<file path="src/maw_pkg.sv">
// Package for the moving average window unit.
// Sizes, shared types and the window size clamp; no dependencies.
package maw_pkg;

   // Ring depth and sample format
   localparam int DEPTH       = 64;
   localparam int SAMPLE_BITS = 16;

   // Derived widths
   localparam int POS_BITS     = $clog2(DEPTH);
   localparam int SIZE_BITS    = $clog2(DEPTH + 1);
   localparam int SUM_BITS     = SAMPLE_BITS + POS_BITS;
   localparam int DIV_CNT_BITS = $clog2(SUM_BITS + 1);

   // Queue between front and back
   localparam int QUEUE_DEPTH = 2;
   localparam int QPTR_BITS   = (QUEUE_DEPTH > 1) ? $clog2(QUEUE_DEPTH) : 1;
   localparam int QCNT_BITS   = $clog2(QUEUE_DEPTH + 1);

   // Window size after reset
   localparam logic [SIZE_BITS-1:0] WINDOW_RESET = SIZE_BITS'((64 > DEPTH) ? DEPTH : 64);

   // One update handed from the front to the divider
   typedef struct packed {
      logic signed [SUM_BITS-1:0] sum;
      logic [SIZE_BITS-1:0]       count;
      logic                       full;
   } sum_entry_type;

   typedef enum logic {
      F_IDLE,
      F_UPDATE
   } front_state_type;

   typedef enum logic [1:0] {
      B_IDLE,
      B_DIV,
      B_DONE
   } back_state_type;

   // Zero reads as one, anything above the depth saturates
   function automatic logic [SIZE_BITS-1:0] clamp_window(input logic [SIZE_BITS-1:0] value);
      logic [SIZE_BITS-1:0] result;
      result = value;
      if (value == '0) begin
         result = SIZE_BITS'(1);
      end else if (value > SIZE_BITS'(DEPTH)) begin
         result = SIZE_BITS'(DEPTH);
      end
      return result;
   endfunction

endpackage

</file>
<file path="src/maw_front.sv">
// Front end of the moving average window unit: sample ring, fill count, running sum.
// Depends on maw_pkg. Hands each updated sum to the queue.
module maw_front (
   input  logic                                clock,
   input  logic                                reset,
   input  logic                                csr_write_enable,
   input  logic [maw_pkg::SIZE_BITS-1:0]       csr_write_data,
   input  logic                                push,
   output logic                                full,
   input  logic signed [maw_pkg::SAMPLE_BITS-1:0] sample,
   input  logic                                q_room,
   output logic                                q_push,
   output maw_pkg::sum_entry_type              q_data
);
   import maw_pkg::*;

   front_state_type             state_ff, state_in;
   logic [SIZE_BITS-1:0]        window_ff, window_in;
   logic [POS_BITS-1:0]         wpos_ff, wpos_in;
   logic [SIZE_BITS-1:0]        fill_ff, fill_in;
   logic signed [SUM_BITS-1:0]  sum_ff, sum_in;
   logic [POS_BITS-1:0]         pos_ff, pos_in;
   logic signed [SAMPLE_BITS-1:0] sample_ff, sample_in;
   logic signed [SAMPLE_BITS-1:0] old_sample_ff;
   logic [POS_BITS-1:0]         rd_pos;
   logic [SIZE_BITS-1:0]        pos_next;
   logic                        accept;
   logic                        was_full;
   logic signed [SUM_BITS-1:0]  drop;

   logic signed [SAMPLE_BITS-1:0] ring_mem [DEPTH];

   // Slot for this sample: guard a stale position against the window size
   assign rd_pos = (SIZE_BITS'(wpos_ff) >= window_ff) ? '0 : wpos_ff;

   assign accept = push && !full;
   assign full   = (state_ff != F_IDLE) || !q_room;

   // Ring read (registered) and write
   always_ff @(posedge clock) begin
      old_sample_ff <= ring_mem[rd_pos];
      if (state_ff == F_UPDATE) begin
         ring_mem[pos_ff] <= sample_ff;
      end
   end

   assign was_full = (fill_ff >= window_ff);
   assign drop     = was_full ? SUM_BITS'(old_sample_ff) : '0;
   assign pos_next = SIZE_BITS'(pos_ff) + SIZE_BITS'(1);

   // Next state and update of window state
   always_comb begin
      state_in  = state_ff;
      window_in = window_ff;
      wpos_in   = wpos_ff;
      fill_in   = fill_ff;
      sum_in    = sum_ff;
      pos_in    = pos_ff;
      sample_in = sample_ff;
      q_push    = 1'b0;
      q_data.sum   = sum_ff - drop + SUM_BITS'(sample_ff);
      q_data.count = was_full ? fill_ff : fill_ff + SIZE_BITS'(1);
      q_data.full  = (q_data.count == window_ff);
      case (state_ff)
         F_IDLE: begin
            if (accept) begin
               pos_in    = rd_pos;
               sample_in = sample;
               state_in  = F_UPDATE;
            end
         end
         F_UPDATE: begin
            q_push   = 1'b1;
            sum_in   = q_data.sum;
            fill_in  = q_data.count;
            wpos_in  = (pos_next >= window_ff) ? '0 : POS_BITS'(pos_next);
            state_in = F_IDLE;
         end
         default: begin
            state_in = F_IDLE;
         end
      endcase
      // Any register write restarts the window
      if (csr_write_enable) begin
         window_in = clamp_window(csr_write_data);
         wpos_in   = '0;
         fill_in   = '0;
         sum_in    = '0;
      end
   end

   always_ff @(posedge clock) begin
      if (reset) begin
         state_ff  <= F_IDLE;
         window_ff <= WINDOW_RESET;
         wpos_ff   <= '0;
         fill_ff   <= '0;
         sum_ff    <= '0;
      end else begin
         state_ff  <= state_in;
         window_ff <= window_in;
         wpos_ff   <= wpos_in;
         fill_ff   <= fill_in;
         sum_ff    <= sum_in;
      end
   end

   // Payload registers
   always_ff @(posedge clock) begin
      pos_ff    <= pos_in;
      sample_ff <= sample_in;
   end

endmodule

</file>
<file path="src/maw_queue.sv">
// Short queue between the front end and the divider of the moving average unit.
// Depends on maw_pkg for the entry type and depth.
module maw_queue (
   input  logic                   clock,
   input  logic                   reset,
   input  logic                   q_push,
   input  maw_pkg::sum_entry_type q_data,
   output logic                   q_room,
   input  logic                   q_pop,
   output logic                   q_empty,
   output maw_pkg::sum_entry_type q_head
);
   import maw_pkg::*;

   sum_entry_type          entry_ff [QUEUE_DEPTH];
   logic [QPTR_BITS-1:0]   wr_ptr_ff, wr_ptr_in;
   logic [QPTR_BITS-1:0]   rd_ptr_ff, rd_ptr_in;
   logic [QCNT_BITS-1:0]   count_ff, count_in;
   logic                   do_push;
   logic                   do_pop;

   assign q_room  = (count_ff != QCNT_BITS'(QUEUE_DEPTH));
   assign q_empty = (count_ff == '0);
   assign q_head  = entry_ff[rd_ptr_ff];
   assign do_push = q_push && q_room;
   assign do_pop  = q_pop && !q_empty;

   // Pointer and count update
   always_comb begin
      wr_ptr_in = wr_ptr_ff;
      rd_ptr_in = rd_ptr_ff;
      count_in  = count_ff;
      if (do_push) begin
         wr_ptr_in = (wr_ptr_ff == QPTR_BITS'(QUEUE_DEPTH - 1)) ? '0
                     : wr_ptr_ff + QPTR_BITS'(1);
      end
      if (do_pop) begin
         rd_ptr_in = (rd_ptr_ff == QPTR_BITS'(QUEUE_DEPTH - 1)) ? '0
                     : rd_ptr_ff + QPTR_BITS'(1);
      end
      if (do_push && !do_pop) begin
         count_in = count_ff + QCNT_BITS'(1);
      end else if (do_pop && !do_push) begin
         count_in = count_ff - QCNT_BITS'(1);
      end
   end

   always_ff @(posedge clock) begin
      if (reset) begin
         wr_ptr_ff <= '0;
         rd_ptr_ff <= '0;
         count_ff  <= '0;
      end else begin
         wr_ptr_ff <= wr_ptr_in;
         rd_ptr_ff <= rd_ptr_in;
         count_ff  <= count_in;
      end
   end

   // Entry storage
   always_ff @(posedge clock) begin
      if (do_push) begin
         entry_ff[wr_ptr_ff] <= q_data;
      end
   end

endmodule

</file>
<file path="src/maw_divider.sv">
// Back end of the moving average unit: bit-serial signed divide of sum by count
// and the result register. Depends on maw_pkg.
module maw_divider (
   input  logic                                clock,
   input  logic                                reset,
   input  logic                                q_empty,
   input  maw_pkg::sum_entry_type              q_head,
   output logic                                q_pop,
   output logic                                empty,
   input  logic                                pop,
   output logic signed [maw_pkg::SAMPLE_BITS-1:0] rsp_mean,
   output logic [maw_pkg::SIZE_BITS-1:0]       rsp_samples_held,
   output logic                                rsp_window_full
);
   import maw_pkg::*;

   back_state_type            state_ff, state_in;
   logic [DIV_CNT_BITS-1:0]   step_ff, step_in;
   logic [SUM_BITS-1:0]       quot_ff, quot_in;
   logic [SIZE_BITS-1:0]      rem_ff, rem_in;
   logic [SIZE_BITS-1:0]      divisor_ff, divisor_in;
   logic                      neg_ff, neg_in;
   logic                      full_ff, full_in;
   logic                      out_valid_ff, out_valid_in;
   logic signed [SAMPLE_BITS-1:0] mean_ff, mean_in;
   logic [SIZE_BITS-1:0]      held_ff, held_in;
   logic                      wfull_ff, wfull_in;
   logic [SIZE_BITS:0]        shifted;
   logic [SIZE_BITS+1:0]      trial;
   logic                      fits;
   logic [SUM_BITS-1:0]       magnitude;
   logic                      load_out;

   assign empty            = !out_valid_ff;
   assign rsp_mean         = mean_ff;
   assign rsp_samples_held = held_ff;
   assign rsp_window_full  = wfull_ff;

   // One restoring step: bring down the next dividend bit and try the divisor
   assign shifted = {rem_ff, quot_ff[SUM_BITS-1]};
   assign trial   = {1'b0, shifted} - {2'b00, divisor_ff};
   assign fits    = !trial[SIZE_BITS+1];

   assign magnitude = q_head.sum[SUM_BITS-1] ? SUM_BITS'(-q_head.sum) : SUM_BITS'(q_head.sum);

   // Sequencer
   always_comb begin
      state_in   = state_ff;
      step_in    = step_ff;
      quot_in    = quot_ff;
      rem_in     = rem_ff;
      divisor_in = divisor_ff;
      neg_in     = neg_ff;
      full_in    = full_ff;
      q_pop      = 1'b0;
      load_out   = 1'b0;
      case (state_ff)
         B_IDLE: begin
            if (!q_empty) begin
               q_pop      = 1'b1;
               quot_in    = magnitude;
               rem_in     = '0;
               divisor_in = q_head.count;
               neg_in     = q_head.sum[SUM_BITS-1];
               full_in    = q_head.full;
               step_in    = '0;
               state_in   = B_DIV;
            end
         end
         B_DIV: begin
            quot_in = {quot_ff[SUM_BITS-2:0], fits};
            rem_in  = fits ? trial[SIZE_BITS-1:0] : shifted[SIZE_BITS-1:0];
            step_in = step_ff + DIV_CNT_BITS'(1);
            if (step_ff == DIV_CNT_BITS'(SUM_BITS - 1)) begin
               state_in = B_DONE;
            end
         end
         B_DONE: begin
            if (!out_valid_ff || pop) begin
               load_out = 1'b1;
               state_in = B_IDLE;
            end
         end
         default: begin
            state_in = B_IDLE;
         end
      endcase
   end

   // Result register
   always_comb begin
      out_valid_in = out_valid_ff;
      mean_in      = mean_ff;
      held_in      = held_ff;
      wfull_in     = wfull_ff;
      if (pop && out_valid_ff) begin
         out_valid_in = 1'b0;
      end
      if (load_out) begin
         out_valid_in = 1'b1;
         mean_in      = neg_ff ? SAMPLE_BITS'(-quot_ff) : SAMPLE_BITS'(quot_ff);
         held_in      = divisor_ff;
         wfull_in     = full_ff;
      end
   end

   always_ff @(posedge clock) begin
      if (reset) begin
         state_ff     <= B_IDLE;
         out_valid_ff <= 1'b0;
      end else begin
         state_ff     <= state_in;
         out_valid_ff <= out_valid_in;
      end
   end

   // Payload registers
   always_ff @(posedge clock) begin
      step_ff    <= step_in;
      quot_ff    <= quot_in;
      rem_ff     <= rem_in;
      divisor_ff <= divisor_in;
      neg_ff     <= neg_in;
      full_ff    <= full_in;
      mean_ff    <= mean_in;
      held_ff    <= held_in;
      wfull_ff   <= wfull_in;
   end

endmodule

</file>
<file path="src/moving_average_window_unit.sv">
// Moving average window unit: each pushed 16-bit signed sample enters a ring of the last
// window_size samples (1..64, reset 64) and yields one result: the window sum divided by
// the samples held, truncated toward zero, plus the count and a window-full flag. The
// front end takes a sample with a ring read, then a sum update. The divider is
// bit-serial, one quotient bit per cycle over the 22-bit sum; a result takes a pop from
// the queue, 22 divide steps and a result load, so the divider sets the sustained rate.
// A two-entry queue lets the front end keep accepting samples while the divider and
// a waiting result are busy. Writing csr_write_data restarts the window (0 reads as 1,
// values above 64 saturate to 64); write it only while the block is idle.
// Depends on maw_pkg, maw_front, maw_queue and maw_divider.
module moving_average_window_unit (
   input  logic                                   clock,
   input  logic                                   reset,
   input  logic                                   csr_write_enable,
   input  logic [maw_pkg::SIZE_BITS-1:0]          csr_write_data,
   input  logic                                   push,
   output logic                                   full,
   input  logic signed [maw_pkg::SAMPLE_BITS-1:0] req_sample,
   output logic                                   empty,
   input  logic                                   pop,
   output logic signed [maw_pkg::SAMPLE_BITS-1:0] rsp_mean,
   output logic [maw_pkg::SIZE_BITS-1:0]          rsp_samples_held,
   output logic                                   rsp_window_full
);
   import maw_pkg::*;

   logic          q_room;
   logic          q_push;
   sum_entry_type q_data;
   logic          q_pop;
   logic          q_empty;
   sum_entry_type q_head;

   maw_front u_front (
      .clock            (clock),
      .reset            (reset),
      .csr_write_enable (csr_write_enable),
      .csr_write_data   (csr_write_data),
      .push             (push),
      .full             (full),
      .sample           (req_sample),
      .q_room           (q_room),
      .q_push           (q_push),
      .q_data           (q_data)
   );

   maw_queue u_queue (
      .clock   (clock),
      .reset   (reset),
      .q_push  (q_push),
      .q_data  (q_data),
      .q_room  (q_room),
      .q_pop   (q_pop),
      .q_empty (q_empty),
      .q_head  (q_head)
   );

   maw_divider u_divider (
      .clock            (clock),
      .reset            (reset),
      .q_empty          (q_empty),
      .q_head           (q_head),
      .q_pop            (q_pop),
      .empty            (empty),
      .pop              (pop),
      .rsp_mean         (rsp_mean),
      .rsp_samples_held (rsp_samples_held),
      .rsp_window_full  (rsp_window_full)
   );

endmodule

</file>
<file path="config.mk">
export PLATFORM = sky130hd
export DESIGN_NAME = moving_average_window_unit
export DESIGN_NICKNAME = d
export VERILOG_FILES = /design/src/maw_pkg.sv /design/src/maw_front.sv /design/src/maw_queue.sv /design/src/maw_divider.sv /design/src/moving_average_window_unit.sv
export SDC_FILE = /design/constraint.sdc
export NUM_CORES = 2
export LEC_CHECK = 0
export BUFFER_PORTS_ARGS = -buffer_cell sky130_fd_sc_hd__buf_2
export CAP_MARGIN = 15
export CORE_ASPECT_RATIO = 0.7
export CORE_UTILIZATION = 33
export CTS_BUF_LIST = sky130_fd_sc_hd__clkbuf_8
export DETAILED_ROUTE_END_ITERATION = 8
export PLACE_DENSITY = 0.58
export SLEW_MARGIN = 40
export SYNTH_ARGS = -nofsm -noshare
export SYNTH_HDL_FRONTEND = slang
export SYNTH_SLANG_ARGS = --single-unit
</file>
<file path="constraint.sdc">
create_clock -name clock -period 5.7 [get_ports clock]
set_input_delay 0.285 -clock clock [delete_from_list [all_inputs] [get_ports clock]]
set_output_delay 0.285 -clock clock [all_outputs]
set_load 0.05 [all_outputs]
</file>
==> results.sh <==
export IMPL_outcome="complete, no violations"
export IMPL_drv_cap=0
export IMPL_row_count=121
export IMPL_fin_crit_sh_pct=90.6
export IMPL_postSynth_asyncResetShare_pct=0
export IMPL_slew_violations=0
export IMPL_cts_htree_levels=4
export IMPL_drt_first_pass_iters=6
export IMPL_syn_avg_cell_area_um2=14.4
export IMPL_r2r_start="u_front.fill_ff[0]"
export IMPL_vias=32500
export IMPL_clkTransAtPathRegs_ps=70
export IMPL_cp_required_ps=6490
export IMPL_yosysSeqAreaShare_pct=70.4
export IMPL_synth_edf_count=1173
export IMPL_crit_type="register to register"
export IMPL_rr_endpoint="u_front.sum_ff[19]"
export IMPL_hpwl_mm=92.3
export IMPL_core_area_um2=156000
export IMPL_drtIter0Drc=4024
export IMPL_cts_root_buf="clkbuf_8"
export IMPL_ys_types=83
export IMPL_wl_per_cell_um=24.4
export IMPL_fillers=14700
export IMPL_port_buffers=53
export IMPL_io_pins=54
export IMPL_whs_path_depth=2
export IMPL_swShare_pct=28.7
export IMPL_syn_inst=3601
export IMPL_grt_max_degree=134
export IMPL_drt_drc_violations_left=0
export IMPL_hold_worst_slack_ps=101
export IMPL_stdcell_area_um2=59200
export IMPL_rsz0062_at_grt="false"
export IMPL_min_period_ps=5160
export IMPL_placed_cells=5714
export IMPL_p_sw_mw=6.18
export IMPL_r2r_slack_ps=540
export IMPL_finalSetupViolCount=0
export IMPL_syn_to_final_growth_pct=14.0
export IMPL_ir_worst_vdd_mv=0.181
export IMPL_grt_pass1_vias=30800
export IMPL_setup_ws_ps=536
export IMPL_finalSetupTns_ps=0
export IMPL_syn_area_um2=52000
export IMPL_initial_utilization_pct=33.3
export IMPL_grt_ovfl_total=0
export IMPL_finalNetCount=3947
export IMPL_worstSetupEndpointType="register"
export IMPL_pwr_share_comb_pct=16.7
export IMPL_antenna_found_initial=10
export IMPL_grt_usage_pct=18.2
export IMPL_clk_path_buf_depth=3
export IMPL_viasPerCell=5.35
export IMPL_clk_latency_ps=890
export IMPL_slowest_delay_ps=620
export IMPL_die_h_um=334
export IMPL_arrival_ps=5950
export IMPL_numClockSinks=1240
export IMPL_cts_tree="yes"
export IMPL_antenna_left=0
export IMPL_dieWidth_um=476
export IMPL_synthFlopType="edfxtp_1"
export IMPL_cp_max_fo=10
export IMPL_critPathLaunchType="register"
export IMPL_worst_pin_slew_ps=944
export IMPL_hold_class="input port to register"
export IMPL_path_cells="inv_1 > ha_1 > nand2b_1 > a21o_1 > a21oi_1 > o211ai_1 > buf_2 > buf_2 > and3_1 > fa_1 > inv_1 > ha_1 > and3_1 > nor2b_1 > a22oi_1 > a221oi_1 > a2111oi_2 > o21bai_1 > or3_1 > o311ai_1"
export IMPL_relSlewSlack_pct=37.1
export IMPL_final_cell_mix="1173 x edfxtp_1, 278 x nand2_1, 194 x a21oi_1, 191 x clkbuf_8, 187 x inv_1"
export IMPL_gp_congestion=0.893
export IMPL_yosysWarnings=0
export IMPL_max_clock_freq_mhz=194
export IMPL_r2r_cells=20
export IMPL_finalClockSkew_ps=44.4
export IMPL_power_density_nw_per_um2=363
export IMPL_cpMaxStageDelayCell="a2111oi_2"
export IMPL_hold_start="req_sample[6]"
export IMPL_p_seq_share_pct=51.8
export IMPL_ys_ff_latch=1240
export IMPL_grt_pass1_wl_mm=214
export IMPL_drive_above_1_share_pct=15.2
export IMPL_final_common_cell="edfxtp_1"
export IMPL_p_int_mw=15.3
export IMPL_finalWirelength_mm=148
export IMPL_placed_area_um2=55500
export IMPL_final_cells=6071
export IMPL_hold_viol_final=0
export IMPL_clock_power_share_pct=31.5
export IMPL_path_buf_inv=4
export IMPL_dieArea_um2=159000
export IMPL_p_leak_nw=19.3
export IMPL_synth_net_count=3708
export IMPL_crit_family="compound AO/OA/AOI/OAI gates"
export IMPL_holdPathEnd="u_front.sample_ff[6]"
export IMPL_place_ws_ps=651
export IMPL_cts_resized_gates=0
export IMPL_cts_made_buffers=181
==> logic make-up (layout without fill, tap and decap cells) <==
family / count (synthesis) / in the layout / share of synthesized area, %
buf+inv: 347 / 724 / 2.79
xor+xnor: 84 / 84 / 1.50
fa+ha+maj: 79 / 79 / 2.22
other cells: 0 / 2 / 0
mux: 262 / 262 / 5.29
flops: 1240 / 1240 / 70.4
compound gates: 862 / 862 / 11.4
simple gates: 727 / 727 / 6.41
==> layer usage <==
metal  vias up  wire length [um]  GRT usage, %
met5         -                29             0
met4         4              2930          4.94
met3       201             17900          6.66
met2      1517             58300          24.0
met1     16400             68900          27.5
li1      14400                 -             -
==> worst max-delay path by stage <==
stage	start	end	slack (ps)	cells past startpoint
2_1_floorplan	u_front.fill_ff[0]	u_front.sum_ff[19]	1040	21
3_3_place_gp	u_front.fill_ff[0]	u_queue.entry_ff[0][29]	340	16
3_5_place_dp	u_front.fill_ff[0]	u_front.sum_ff[19]	650	20
4_1_cts	u_front.fill_ff[0]	u_front.sum_ff[19]	610	19
5_1_grt	u_front.fill_ff[0]	u_front.sum_ff[19]	270	20
6_report	u_front.fill_ff[0]	u_front.sum_ff[19]	540	20
==> cell type report <==
type | instances | area, um^2 | area share (%)
Antenna cell | 2 | 5.00 | 0.00845
Clock buffer | 191 | 2630 | 4.44
Clock inverter | 130 | 702 | 1.19
Inverter | 131 | 500 | 0.845
Multi-Input combinational cell | 2014 | 14000 | 23.7
Sequential cell | 1240 | 36600 | 61.8
Tap cell | 2091 | 2620 | 4.42
Timing Repair Buffer | 272 | 2160 | 3.65
==> registers in the layout (all words and copies together) (netlist names), 16 cells and up, named ones only <==
register               flops
u_divider.quot_ff         22
u_divider.rsp_mean        16
u_front.old_sample_ff     16
u_front.ring_mem        1024
u_front.sample_ff         16
u_front.sum_ff            22
u_queue.entry_ff          60
==> power groups by stage <==
stage	Sequential, mW	Clock (mW)	Combinational [mW]
detailed placement	11.3	0	3.52
global placement	11.3	0	3.45
finish	11.1	6.78	3.59
floorplan	11.4	0	2.20
CTS	11.1	6.93	3.55
global route	11.2	7.28	3.94
==> timing repair <==
item,in CTS,in global routing
hold endpoints to repair,40,0
hold buffers,30,0
buffers inserted,0,0
==> synth_stat cells (22+ instances only) <==
master | n | area (um^2)
a31oi_1 | 24 | 150
and2_1 | 44 | 275
o32ai_1 | 43 | 377
edfxtp_1 | 1173 | 35200
a211oi_1 | 92 | 691
o22ai_1 | 37 | 231
a21o_1 | 29 | 218
nor3_1 | 36 | 180
xor2_1 | 32 | 280
a221oi_1 | 62 | 543
clkbuf_1 | 138 | 518
mux2i_1 | 170 | 1700
nand2_1 | 278 | 1040
dfxtp_1 | 67 | 1340
nor2b_1 | 56 | 350
nand3_1 | 66 | 330
o21ai_0 | 160 | 801
a21oi_1 | 194 | 971
o2111ai_1 | 48 | 420
ha_1 | 57 | 713
and3_1 | 22 | 138
fa_1 | 22 | 440
xnor2_1 | 49 | 429
o211ai_1 | 70 | 526
buf_2 | 52 | 260
mux2_2 | 91 | 1020
nor2_1 | 170 | 638
inv_1 | 125 | 469
a32oi_1 | 32 | 280
==> through the flow <==
step,util (%),power [mW]
2_1_floorplan,-,13.6
3_3_place_gp,35.5,14.8
3_5_place_dp,35.6,14.8
4_1_cts,37.9,21.6
5_1_grt,38.0,22.4
6_report,38.0,21.5
Power figures use the tool's default switching activity.
